**config.mk**
```make
export PLATFORM = sky130hd
export DESIGN_NAME = nec_ir_frame_receiver
export DESIGN_NICKNAME = d
export VERILOG_FILES = /design/src/hw/rtl/nir_pkg.sv /design/src/hw/rtl/nec_ir_frame_receiver.sv /design/src/hw/rtl/nir_cfg_regs.sv
export SDC_FILE = /design/constraint.sdc
export NUM_CORES = 1
export LEC_CHECK = 0
export BUFFER_PORTS_ARGS = -buffer_cell sky130_fd_sc_hd__buf_2
export CAP_MARGIN = 20
export CORE_MARGIN = 10
export CORE_UTILIZATION = 40
export CTS_BUF_LIST = sky130_fd_sc_hd__clkbuf_2 sky130_fd_sc_hd__clkbuf_4 sky130_fd_sc_hd__clkbuf_8
export DETAILED_ROUTE_END_ITERATION = 8
export SYNTH_ARGS = -nofsm -noshare
export SYNTH_HDL_FRONTEND = slang
export SYNTH_HIERARCHICAL = 1
export SYNTH_SLANG_ARGS = --single-unit
```
**constraint.sdc**
```tcl
create_clock -name i_clk -period 15.25 [get_ports i_clk]
set_clock_uncertainty 0.2 [all_clocks]
set_input_delay 3.05 -clock i_clk [delete_from_list [all_inputs] [get_ports i_clk]]
set_output_delay 3.05 -clock i_clk [all_outputs]
set_load 0.03 [all_outputs]
```
**src/hw/rtl/nir_pkg.sv**
```systemverilog
// ----------------------------------------------------------------------------
// nir_pkg
// Shared types and constants of the NEC infrared frame receiver: event codes,
// register indexes and reset values, payload structs and the window compare.
// ----------------------------------------------------------------------------
package nir_pkg;

    // Widths of the fields.
    localparam int unsigned TICK_W  = 11;
    localparam int unsigned CMD_W   = 2;
    localparam int unsigned BYTE_W  = 8;
    localparam int unsigned INDEX_W = 6;
    localparam int unsigned REG_IDX_W = 3;
    localparam int unsigned FRAME_BITS = 32;

    // Event codes carried by the cmd field.
    localparam logic [CMD_W-1:0] EV_EDGE    = 2'd0;
    localparam logic [CMD_W-1:0] EV_TIMEOUT = 2'd1;
    localparam logic [CMD_W-1:0] EV_READ    = 2'd2;

    // Configuration register indexes.
    localparam logic [REG_IDX_W-1:0] REG_LEADER_LOW  = 3'd0;
    localparam logic [REG_IDX_W-1:0] REG_LEADER_HIGH = 3'd1;
    localparam logic [REG_IDX_W-1:0] REG_ONE_LOW     = 3'd2;
    localparam logic [REG_IDX_W-1:0] REG_ONE_HIGH    = 3'd3;
    localparam logic [REG_IDX_W-1:0] REG_ZERO_LOW    = 3'd4;
    localparam logic [REG_IDX_W-1:0] REG_ZERO_HIGH   = 3'd5;

    // Reset values of the timing windows, in ticks.
    localparam logic [TICK_W-1:0] RST_LEADER_LOW  = 11'd190;
    localparam logic [TICK_W-1:0] RST_LEADER_HIGH = 11'd230;
    localparam logic [TICK_W-1:0] RST_ONE_LOW     = 11'd30;
    localparam logic [TICK_W-1:0] RST_ONE_HIGH    = 11'd40;
    localparam logic [TICK_W-1:0] RST_ZERO_LOW    = 11'd14;
    localparam logic [TICK_W-1:0] RST_ZERO_HIGH   = 11'd22;

    // Timing windows as held by the register block.
    typedef struct packed {
        logic [TICK_W-1:0] leader_low;
        logic [TICK_W-1:0] leader_high;
        logic [TICK_W-1:0] one_low;
        logic [TICK_W-1:0] one_high;
        logic [TICK_W-1:0] zero_low;
        logic [TICK_W-1:0] zero_high;
    } t_cfg;

    // One input event.
    typedef struct packed {
        logic [CMD_W-1:0]  cmd;
        logic [TICK_W-1:0] interval;
    } t_in_item;

    // One result.
    typedef struct packed {
        logic [BYTE_W-1:0]  command;
        logic               command_ok;
        logic [BYTE_W-1:0]  address_low;
        logic [BYTE_W-1:0]  address_high;
        logic               frame_ready;
        logic [INDEX_W-1:0] bits_received;
    } t_out_item;

    // True when a tick count lies strictly between both bounds.
    function automatic logic in_window(
        input logic [TICK_W-1:0] v,
        input logic [TICK_W-1:0] lo,
        input logic [TICK_W-1:0] hi
    );
        return (v > lo) && (v < hi);
    endfunction

endpackage

```
**src/hw/rtl/nec_ir_frame_receiver.sv**
```systemverilog
// ----------------------------------------------------------------------------
// nec_ir_frame_receiver
// Decodes an NEC infrared frame from timed falling-edge events.
// ----------------------------------------------------------------------------
// Usage: events enter on the input channel (i_in_valid, o_in_stall,
// i_in_data): a falling edge with its tick interval, a timer overflow or a
// read request. Every event yields exactly one result transaction on the
// output channel (o_out_valid, i_out_stall, o_out_data) carrying the checked
// command, the address bytes, the ready flag and the bit count.
// The timing windows are set through the write port (i_cfg_we, i_cfg_index,
// i_cfg_data) while no event is in flight.
// An accepted event waits in the input register, then the decode and state
// update land in the result register together. One event is accepted every
// cycle while the receiver does not stall; the only loop is the registered
// state update feeding the next event.
// Reset clears the frame state, loads the default windows and empties both
// registers. While the receiver stalls, the result is held, one more event
// may wait in the input register, and then o_in_stall is raised.
// ----------------------------------------------------------------------------
module nec_ir_frame_receiver (
    input  logic                               i_clk,
    input  logic                               i_rst_n,
    // Event channel.
    input  logic                               i_in_valid,
    output logic                               o_in_stall,
    input  nir_pkg::t_in_item                  i_in_data,
    // Result channel.
    output logic                               o_out_valid,
    input  logic                               i_out_stall,
    output nir_pkg::t_out_item                 o_out_data,
    // Configuration write port.
    input  logic                               i_cfg_we,
    input  logic [nir_pkg::REG_IDX_W-1:0]      i_cfg_index,
    input  logic [nir_pkg::TICK_W-1:0]         i_cfg_data
);

    nir_pkg::t_cfg      cfg;

    // Pipeline registers.
    logic               r_in_valid;
    nir_pkg::t_in_item  r_in;
    logic               r_out_valid;
    nir_pkg::t_out_item r_out;

    // Frame state.
    logic                              r_first_edge, n_first_edge;
    logic                              r_receiving,  n_receiving;
    logic                              r_ready,      n_ready;
    logic [nir_pkg::INDEX_W-1:0]       r_bit_index,  n_bit_index;
    logic [nir_pkg::FRAME_BITS-1:0]    r_frame,      n_frame;
    nir_pkg::t_out_item                n_out;

    logic out_load;
    logic in_load;

    // Timing window registers.
    nir_cfg_regs u_cfg_regs (
        .i_clk       (i_clk),
        .i_rst_n     (i_rst_n),
        .i_cfg_we    (i_cfg_we),
        .i_cfg_index (i_cfg_index),
        .i_cfg_data  (i_cfg_data),
        .o_cfg       (cfg)
    );

    // Handshake: the result register loads when empty or being taken.
    assign out_load   = !r_out_valid || !i_out_stall;
    assign in_load    = !r_in_valid || out_load;
    assign o_in_stall = r_in_valid && !out_load;

    // Input register.
    always_ff @(posedge i_clk) begin
        if (!i_rst_n) begin
            r_in_valid <= 1'b0;
        end else if (in_load) begin
            r_in_valid <= i_in_valid;
        end
    end

    always_ff @(posedge i_clk) begin
        if (in_load && i_in_valid) begin
            r_in <= i_in_data;
        end
    end

    // Event decode and next frame state.
    always_comb begin
        logic [nir_pkg::TICK_W-1:0]  iv;
        logic [nir_pkg::INDEX_W-1:0] idx_a;
        logic [nir_pkg::INDEX_W-1:0] idx_b;
        logic                        active;
        logic                        one_hit;
        logic                        zero_hit;

        n_first_edge = r_first_edge;
        n_receiving  = r_receiving;
        n_ready      = r_ready;
        n_bit_index  = r_bit_index;
        n_frame      = r_frame;
        n_out.command    = '0;
        n_out.command_ok = 1'b0;

        iv       = r_first_edge ? '0 : r_in.interval;
        idx_a    = r_bit_index;
        idx_b    = r_bit_index;
        active   = 1'b0;
        one_hit  = 1'b0;
        zero_hit = 1'b0;

        case (r_in.cmd)
            nir_pkg::EV_EDGE: begin
                n_first_edge = 1'b0;
                // A full frame followed by another edge ends reception.
                if (r_bit_index > 6'd31) begin
                    idx_a       = '0;
                    n_receiving = 1'b0;
                    n_ready     = 1'b1;
                end
                if (nir_pkg::in_window(iv, cfg.leader_low, cfg.leader_high)) begin
                    n_receiving = 1'b1;
                end
                active   = n_receiving && !n_ready;
                one_hit  = active && nir_pkg::in_window(iv, cfg.one_low, cfg.one_high);
                zero_hit = active && nir_pkg::in_window(iv, cfg.zero_low, cfg.zero_high);
                // A one is stored first, then a zero at the following index.
                if (one_hit && !idx_a[5]) begin
                    n_frame[idx_a[4:0]] = 1'b1;
                end
                idx_b = idx_a + {5'd0, one_hit};
                if (zero_hit && !idx_b[5]) begin
                    n_frame[idx_b[4:0]] = 1'b0;
                end
                n_bit_index = idx_b + {5'd0, zero_hit};
            end
            nir_pkg::EV_TIMEOUT: begin
                n_first_edge = 1'b1;
                n_receiving  = 1'b0;
                if (r_bit_index[5]) begin
                    n_ready = 1'b1;
                end
                n_bit_index = '0;
            end
            nir_pkg::EV_READ: begin
                if (r_ready) begin
                    n_ready         = 1'b0;
                    n_frame[31:16]  = '0;
                    if (r_frame[23:16] == ~r_frame[31:24]) begin
                        n_out.command    = r_frame[23:16];
                        n_out.command_ok = 1'b1;
                    end
                end
            end
            default: ;
        endcase

        n_out.address_low   = n_frame[7:0];
        n_out.address_high  = n_frame[15:8];
        n_out.frame_ready   = n_ready;
        n_out.bits_received = n_bit_index;
    end

    // State and result registers update together with each event.
    always_ff @(posedge i_clk) begin
        if (!i_rst_n) begin
            r_first_edge <= 1'b1;
            r_receiving  <= 1'b0;
            r_ready      <= 1'b0;
            r_bit_index  <= '0;
            r_frame      <= '0;
            r_out_valid  <= 1'b0;
        end else if (out_load) begin
            r_out_valid <= r_in_valid;
            if (r_in_valid) begin
                r_first_edge <= n_first_edge;
                r_receiving  <= n_receiving;
                r_ready      <= n_ready;
                r_bit_index  <= n_bit_index;
                r_frame      <= n_frame;
            end
        end
    end

    always_ff @(posedge i_clk) begin
        if (out_load && r_in_valid) begin
            r_out <= n_out;
        end
    end

    assign o_out_valid = r_out_valid;
    assign o_out_data  = r_out;

endmodule

```
**src/hw/rtl/nir_cfg_regs.sv**
```systemverilog
// ----------------------------------------------------------------------------
// nir_cfg_regs
// Timing window registers of the receiver, written through a plain write port.
// ----------------------------------------------------------------------------
module nir_cfg_regs (
    input  logic                               i_clk,
    input  logic                               i_rst_n,
    input  logic                               i_cfg_we,
    input  logic [nir_pkg::REG_IDX_W-1:0]      i_cfg_index,
    input  logic [nir_pkg::TICK_W-1:0]         i_cfg_data,
    output nir_pkg::t_cfg                      o_cfg
);

    nir_pkg::t_cfg r_cfg;

    // Register write decode; indexes beyond the list are ignored.
    always_ff @(posedge i_clk) begin
        if (!i_rst_n) begin
            r_cfg.leader_low  <= nir_pkg::RST_LEADER_LOW;
            r_cfg.leader_high <= nir_pkg::RST_LEADER_HIGH;
            r_cfg.one_low     <= nir_pkg::RST_ONE_LOW;
            r_cfg.one_high    <= nir_pkg::RST_ONE_HIGH;
            r_cfg.zero_low    <= nir_pkg::RST_ZERO_LOW;
            r_cfg.zero_high   <= nir_pkg::RST_ZERO_HIGH;
        end else if (i_cfg_we) begin
            unique case (i_cfg_index)
                nir_pkg::REG_LEADER_LOW:  r_cfg.leader_low  <= i_cfg_data;
                nir_pkg::REG_LEADER_HIGH: r_cfg.leader_high <= i_cfg_data;
                nir_pkg::REG_ONE_LOW:     r_cfg.one_low     <= i_cfg_data;
                nir_pkg::REG_ONE_HIGH:    r_cfg.one_high    <= i_cfg_data;
                nir_pkg::REG_ZERO_LOW:    r_cfg.zero_low    <= i_cfg_data;
                nir_pkg::REG_ZERO_HIGH:   r_cfg.zero_high   <= i_cfg_data;
                default: ;
            endcase
        end
    end

    assign o_cfg = r_cfg;

endmodule

```
Word level (Yosys, flattened, before mapping)
Index checks and enable logic that the tools add are counted.
{"block": "classes", "n_reduce_logical": 37, "mux": 24, "n_lt_le_gt_ge": 11, "addsub": 2, "bitwise_logic": 4, "n_eq_ne": 9}
{"cell": "2-to-1 mux 32 bit", "count": 3}
{"cell": "> comparator 11 bit", "count": 3}
{"cell": "< comparator 11 bit", "count": 3}
{"cell": "AND 32 bit", "count": 1}
{"cell": "2-to-1 mux 16 bit", "count": 2}
{"cell": "NOT 32 bit", "count": 1}
{"cell": "OR 32 bit", "count": 1}
{"cell": "case mux 16 bit (2 select lines)", "count": 1}
{"cell": "AND reduction 2 bit", "count": 8}
{"cell": "logical AND 1 bit", "count": 13}
{"cell": "adder 6 x 1 -> 6 bit", "count": 2}
{"cell": "< comparator 5 x 6 -> 1 bit, second input constant", "count": 2}
{"cell": "2-to-1 mux 6 bit", "count": 2}
{"cell": "case mux 6 bit (2 select lines)", "count": 1}
{"cell": "2-to-1 mux 11 bit", "count": 1}
{"cell": "demux 1 bit (select 5 bit)", "count": 2}
{"cell": "greater-or-equal comparator 5 x 1 -> 1 bit, second input constant", "count": 2}
{"cell": "2-to-1 mux 1 bit", "count": 9}
{"cell": "== test 8 bit", "count": 1}
{"cell": "NOT 8 bit", "count": 1}
{"cell": "logical NOT 1 bit", "count": 7}
{"cell": "== test 3 x 2 -> 1 bit, second input constant", "count": 2}
{"cell": "== test 3 bit, second input constant", "count": 2}
{"cell": "> comparator 6 x 5 -> 1 bit, second input constant", "count": 1}
{"cell": "other kinds (12)", "count": 16}
{"block": "totals", "ff_bits": 154, "inputBits": 32, "wordCells": 109}

Depth between registers and ports, before layout
Gate-level depths: netlist of run 1.
{"block": "logic_depth", "depth_word": 16, "depth_mapped": 23, "mapped_depth_nobuf": 19}

By module
Netlist of run 1, hierarchy kept.
{"module": "nec_ir_frame_receiver", "cells_each": 689, "area_per_inst_um2": 6018.3, "n_inst": 1}
{"module": "nir_cfg_regs", "cells_each": 238, "area_per_inst_um2": 2513.7, "n_inst": 1}

Worst setup path after synthesis of run 1
No wires, ideal clock.
{"block": "synth_path", "path_kind": "input to output", "startpoint": "in i_out_stall", "endpoint": "out o_in_stall", "required_time_ns": 12.000, "slack_ns": 8.599, "stages": 1, "arrival_ns": 3.401, "path_cell_list": "and3_1"}
{"block": "synth_via", "elab_chain_len": 4}
{"item": "from (decl)", "line_no": "nec_ir_frame_receiver.sv:29", "text": "input logic i_out_stall,"}
{"item": "logical NOT 1 bit", "line_no": "nec_ir_frame_receiver.sv:67", "text": "assign out_load = !r_out_valid || !i_out_stall;"}
{"item": "logical OR 1 bit", "line_no": "nec_ir_frame_receiver.sv:67"}
{"item": "logical NOT 1 bit", "line_no": "nec_ir_frame_receiver.sv:69", "text": "assign o_in_stall = r_in_valid && !out_load;"}
{"item": "logical AND 1 bit", "line_no": "nec_ir_frame_receiver.sv:69"}
{"item": "to (decl)", "line_no": "nec_ir_frame_receiver.sv:25", "text": "output logic o_in_stall,"}
Every way passes these cells.

Final worst setup path of run 1
Same ends and word-level chain as after synthesis.

==> results of run 1 <==
-- report_power, final --
part           internal, mW  switching (mW)
Clock                 0.168           0.168
Combinational        0.0226          0.0448
Sequential            0.430         0.00572
Total                 0.621           0.219
-- worst max path at each step --
stage / slack (ns) / to / cells past startpoint / from
final: 8.45 / o_in_stall / 3 / i_out_stall
after global routing: 8.42 / o_in_stall / 3 / i_out_stall
after CTS: 8.45 / o_in_stall / 3 / i_out_stall
after detailed placement: 8.45 / o_in_stall / 3 / i_out_stall
after global placement: 8.46 / o_in_stall / 3 / i_out_stall
after floorplan: 8.60 / o_in_stall / 1 / i_out_stall
-- critical path, cell delays in order --
cell and delay (ns):
buf_2 0.09, and3_1 0.20, buf_2 0.21
-- metal layers --
layer / up-vias / track usage, % / part of all wire [%]
li1: 3448 / - / -
met1: 3280 / 20.0 / 44
met2: 188 / 26.0 / 49
met3: 30 / 3.67 / 5.5
met4: 0 / 4.62 / 1.4
met5: - / 0 / 0
-- cell usage in the layout, fill, tap and decap left out, types with 11 or more instances in the layout --
cell and n:
dfxtp_1 109, a21oi_1 27, nor2_1 50, and2_1 17, nand2_1 104, edfxtp_1 45
mux2i_1 66, nor2b_1 43, ha_1 56, buf_4 11, inv_1 68, buf_2 65
nand3_1 24, o311a_1 11, a31oi_1 50, clkbuf_8 17, xor2_1 12, nor3_1 28
o21ai_0 24, nand2b_1 14
-- cell families (layout without fill, tap and decap cells) --
| kind of cell | after synthesis | after routing | synth area share, % |
|---|---|---|---|
| xor+xnor | 16 | 16 | 1.64 |
| mux | 66 | 66 | 7.74 |
| compound gates | 181 | 181 | 14.8 |
| flops | 154 | 154 | 41.4 |
| buf+inv | 115 | 181 | 5.68 |
| fa+ha+maj | 57 | 57 | 8.33 |
| simple gates | 338 | 338 | 20.4 |
-- final cells by class --
| type | count | area share [%] |
|---|---|---|
| clock buffers | 18 | 2.53 |
| well taps | 275 | 3.61 |
| clock inverters | 14 | 1.94 |
| multi-input cells | 658 | 47.5 |
| flip-flops and latches | 154 | 37.1 |
| inverters | 70 | 2.81 |
| repair buffers | 79 | 4.56 |
-- metrics by stage --
| stage | area, µm² | setup WS [ns] |
|---|---|---|
| global route | 9530 | 8.42 |
| CTS | 9520 | 8.45 |
| detailed placement | 9090 | 8.45 |
| finish | 9530 | 8.45 |
| floorplan | 8530 | 8.60 |
| global placement | 9080 | 8.46 |
-- state kept, by name, indices dropped and copies added (netlist names) --
signal	cells
r_ready	1
o_out_valid	1
r_receiving	1
o_out_data	32
r_in	13
r_in_valid	1
r_bit_index	6
r_first_edge	1
u_cfg_regs/o_cfg	66
r_frame	32
==> metrics.md, run 1 <==
| Metric | Value |
|---|---|
| Synth cell types | `75` |
| P per Cell Area | `88.1 nW/µm²` |
| Antenna cell count | `0` |
| Total number of vias | `6946` |
| Initial core utilization | `40.6%` |
| Crit Path Class | `input pin to output port` |
| Worst slew pin tran | `around 1.1 ns` |
| DRT antenna net count | `0` |
| Critical Path End Type | `output port` |
| Multi-input gate area | `4520 µm²` |
| HP Start | `u_cfg_regs/o_cfg[47]` |
| Final hold vios | `0` |
| Share of layout cells above drive strength 1 | `roughly an eighth` |
| Synthesized instance count | `927` |
| RR Startpoint | `r_first_edge` |
| Non-Filler Instances | `1268` |
| CTS buffer count | `17` |
| CTS max path bufs | `2` |
| CTS tree | `done` |
| Status | `complete, no violations` |
| Hold endpoint | `u_cfg_regs/o_cfg[47]` |
| Area share of the leading cell type in the synthesized netlist | `25.6%` |
| Rows | `53` |
| Final net count | `1068` |
| # fillers | `2100` |
| DP Wirelength | `16000 µm` |
| Register area | `about 3500 µm²` |
| First-pass GRT wire length | `36000 µm` |
| GR Overflow Total | `0` |
| CP required | `12.00 ns` |
| Syn nets | `between 1000 and 1500` |
| Top Ports | `66` |
| Yosys warning count | `6` |
| Max VDD drop | `0.0000565 V` |
| Yosys reg bits | `154` |
| Worst-path fanout max | `3` |
| Max frequency | `0.147 GHz` |
| Worst R2R Setup Slack | `9.32 ns` |
| Setup TNS | `0 ns` |
| Setup violators final | `0` |
| P&R area growth vs syn | `11.7%` |
| Total global-route track usage | `15.7%` |
| Remaining routing DRC violations | `0` |
| Initial antenna violation count | `0` |
| CTS Hold Bufs | `0` |
| Worst Hold Depth | `2` |
| Core ar. | `21000 µm²` |
| Ys flop type | `dfxtp_1` |
| Largest net degree at the start of global routing | `62` |
| Initial DRC Count | `450` |
| Clock sinks | `154` |
| Final period utilization | `44.6%` |
| Worst EP arrival | `3.55 ns` |
| Die ar. | `27600 µm²` |
| Fin Hold WS | `0.258 ns` |
| Area contributors post-synth | `dfxtp_1 (26%), edfxtp_1 (16%), ha_1 (8.2%)` |
| Clock-pin slew on the worst setup and hold paths | `0.09 ns` |
| Routability-driven placement congestion ratio | `0.894` |
| Vias in the first global route | `6795` |
| Vias/cell | `5.48` |
| Syn Area/Cell | `9.20 µm²` |
| Post-Route WL | `around 22000 µm` |
| Syn Std Cell Area | `8530 µm²` |
| Post-synth EDFFs | `45` |
| Reg2reg path depth | `18` |
| Final Slew Violations | `0` |
| Async S/R FF share, synth | `0%` |
| Fraction of the yosys area taken by sequential cells | `between 40 and 50%` |
| Worst skew pair latency | `~0.47 ns` |
| DP Cell Count | `1234` |
| RSZ-0062 raised after global routing | `no` |
| Die width | `about 170 µm` |
| Min Clock Period, post-route | `6.80 ns` |
| CTS Root Cell | `clkbuf_8` |
| Max-Cap Viols | `0` |
| Synth area leader | `dfxtp_1` |
| Die height | `roughly 170 µm` |
| Pleak | `about 4.1 nW` |
| RR Endpoint | `r_frame[21]` |
| Most frequent cells after synthesis | `dfxtp_1 (109), nand2_1 (104), inv_1 (68)` |
| H-tree levels | `4` |
| Setup Fix Bufs, Post-CTS | `0` |
| Hold/Removal Path Class | `flip-flop to flip-flop` |
| Critical path startpoint category | `input pin` |
| Drt first pass iters | `5` |
| Slew HR | `between 20% and 30%` |
| Port-buffer cells | `65` |
| Count leader, synth | `dfxtp_1` |
| Final Util | `45.3%` |
| Total Power | `roughly 0.84 mW` |
| Post-DR wirelength/cell | `17.5 µm` |
| Post-CTS sizing | `0` |
Power figures use the tool's default switching activity.
==> run 2, diff against run 1 <==
==> constraint.sdc (replaced) <==
create_clock -name i_clk -period 5.5 [get_ports i_clk]
set_clock_uncertainty 0.2 [all_clocks]
set_input_delay 1.1 -clock i_clk [delete_from_list [all_inputs] [get_ports i_clk]]
set_output_delay 1.1 -clock i_clk [all_outputs]
set_load 0.03 [all_outputs]
==> metrics.md, run 2 (synthesis gave the netlist of run 1 again) <==
| Metric | Value |
|---|---|
| Status | `complete, no violations` |
| Setup Fix Bufs, Post-CTS | `0` |
| Clock sinks | `154` |
| Final Slew Violations | `0` |
| Top Ports | `66` |
| Total number of vias | `6935` |
| Die ar. | `27600 µm²` |
| DP Cell Count | `1247` |
| Vias/cell | `between 5 and 6` |
| Clock-pin slew on the worst setup and hold paths | `about 0.090 ns` |
| Worst-path fanout max | `11` |
| Non-Filler Instances | `1281` |
| Largest net degree at the start of global routing | `68` |
| M2 GR Usage | `28.2%` |
| Final net count | `1081` |
| Critical path startpoint category | `flip-flop` |
| Port-buffer cells | `between 60 and 70` |
| Max VDD drop | `0.000225 V` |
| Remaining routing DRC violations | `0` |
| Post-DR wirelength/cell | `~18 µm` |
| Hold/Removal Path Class | `flip-flop to flip-flop` |
| Post-Route WL | `about 23000 µm` |
| Worst slack at placement | `0.337 ns` |
| Min Clock Period, post-route | `5.11 ns` |
| H-tree levels | `4` |
| Crit Path Class | `flip-flop to flip-flop` |
| Post-CTS sizing | `0` |
| CTS Root Cell | `clkbuf_8` |
| DP Wirelength | `17000 µm` |
| Max frequency | `~0.20 GHz` |
| Pleak | `4.17 nW` |
| Die width | `around 170 µm` |
| Internal power | `1.73 mW` |
| Share of layout cells above drive strength 1 | `14.8%` |
| Worst skew pair latency | `0.48 ns` |
| M3 GR Usage | `~3.7%` |
| Met1 usage | `between 20% and 30%` |
| First-pass GRT wire length | `37500 µm` |
| Slew HR | `about 25%` |
| Commonest non-fill, non-tap cell in the layout | `dfxtp_1` |
| Critical Path End Type | `flip-flop` |
| Critical path buffers and inverters | `3` |
| CTS Hold Bufs | `0` |
| Vias in the first global route | `6914` |
| Commonest non-fill, non-tap cells in the layout | `dfxtp_1 (109), nand2_1 (104), inv_1 (68)` |
| Psw | `0.621 mW` |
| CTS buffer count | `17` |
| CTS tree | `done` |
| Die height | `166 µm` |
| Top delay family on crit path | `simple AND/OR/NAND/NOR gates` |
| RSZ-0062 raised after global routing | `no` |
| Core ar. | `21000 µm²` |
| Setup violators final | `0` |
| P&R area growth vs syn | `12.9%` |
| Rows | `53` |
| P per Cell Area | `244 nW/µm²` |
| Total global-route track usage | `16.6%` |
| Comb pwr share | `a little over 8%` |
| Max reg flops | `66` |
| Slowest Stage Delay on Critical Path | `0.55 ns` |
| Reg power frac | `between 50 and 60%` |
| Worst slew pin tran | `1.11 ns` |
| Final setup margin | `0.390 ns` |
| Initial core utilization | `40.6%` |
| GR peak layer | `met2` |
| GR Overflow Total | `0` |
| Total Power | `2.35 mW` |
| Worst EP arrival | `5.33 ns` |
| Setup TNS | `0 ns` |
| Worst-path cell chain | `buf_4 -> nor2b_1 -> ha_1 -> and4_1 -> o21ai_0 -> nand3b_1 -> or4b_4 -> or3_1 -> inv_6 -> ha_1 -> nand3_1 -> xor2_1 -> nor2_1 -> nor3_1 -> buf_4 -> and3_1 -> a2111oi_0 -> or3_1` |
| Clock group share of total power | `40.3%` |
| Drt first pass iters | `6` |
| Switching share of power | `26.5%` |
| Final hold vios | `0` |
| DRT antenna net count | `0` |
| Antenna cell count | `0` |
| Initial DRC Count | `520` |
| Max-Cap Viols | `0` |
| CTS max path bufs | `2` |
| CP required | `5.72 ns` |
| Routability-driven placement congestion ratio | `0.896` |
| CP max-delay cell | `or4b_4` |
| Final period utilization | `roughly 93%` |
| Initial antenna violation count | `0` |
## run 2: cell count changes in the layout (fill, tap and decap cells not counted), sizes merged
cell,change
buf,+15
clkbuf,-2
inv,+1
clkinvlp,-1
## run 2: stage by stage
stage	utilization (%)	area, µm²	hold WS (ns)
4_1_cts	45.7	9610	0.266
6_report	45.8	9630	0.264
3_3_place_gp	43.7	9180	0.243
5_1_grt	45.8	9630	0.285
3_5_place_dp	43.7	9180	0.251
2_1_floorplan	-	8530	0.235
## run 2: metal layers
metal / routed length (µm) / share of wire (%)
met5: 0 / 0
met4: 512 / 2.2
met3: 1140 / 4.9
met2: 11300 / 49
met1: 10300 / 44
## run 2: final cells by class
cell class	count	area (µm²)
fillers	2022	11400
flip-flops and latches	154	3530
well taps	275	344
repair buffers	92	526
clock inverters	14	185
inverters	70	268
multi-input cells	658	4530
clock buffers	18	241
## run 2: tightest hold or removal path, stage by stage, from the launching register on
cell and delay, ns:
dfxtp_1 0.32, nand2_1 0.05, mux2i_1 0.05
## run 2: worst paths after layout
kind	from	to	slack [ns]	cells after the start
setup / recovery	r_first_edge	r_frame[23]	0.39	18
setup reg to reg	r_first_edge	r_frame[23]	0.39	18
hold reg to reg	u_cfg_regs/o_cfg[43]	u_cfg_regs/o_cfg[43]	0.26	2
hold / removal	u_cfg_regs/o_cfg[43]	u_cfg_regs/o_cfg[43]	0.26	2
## run 2: power groups by stage
stage	registers (mW)	clock network, mW	logic [mW]
after floorplan	1.25	0	0.105
after global placement	1.24	0	0.192
after detailed placement	1.24	0	0.193
after CTS	1.21	0.965	0.194
after global routing	1.21	1.01	0.211
final	1.21	0.945	0.192
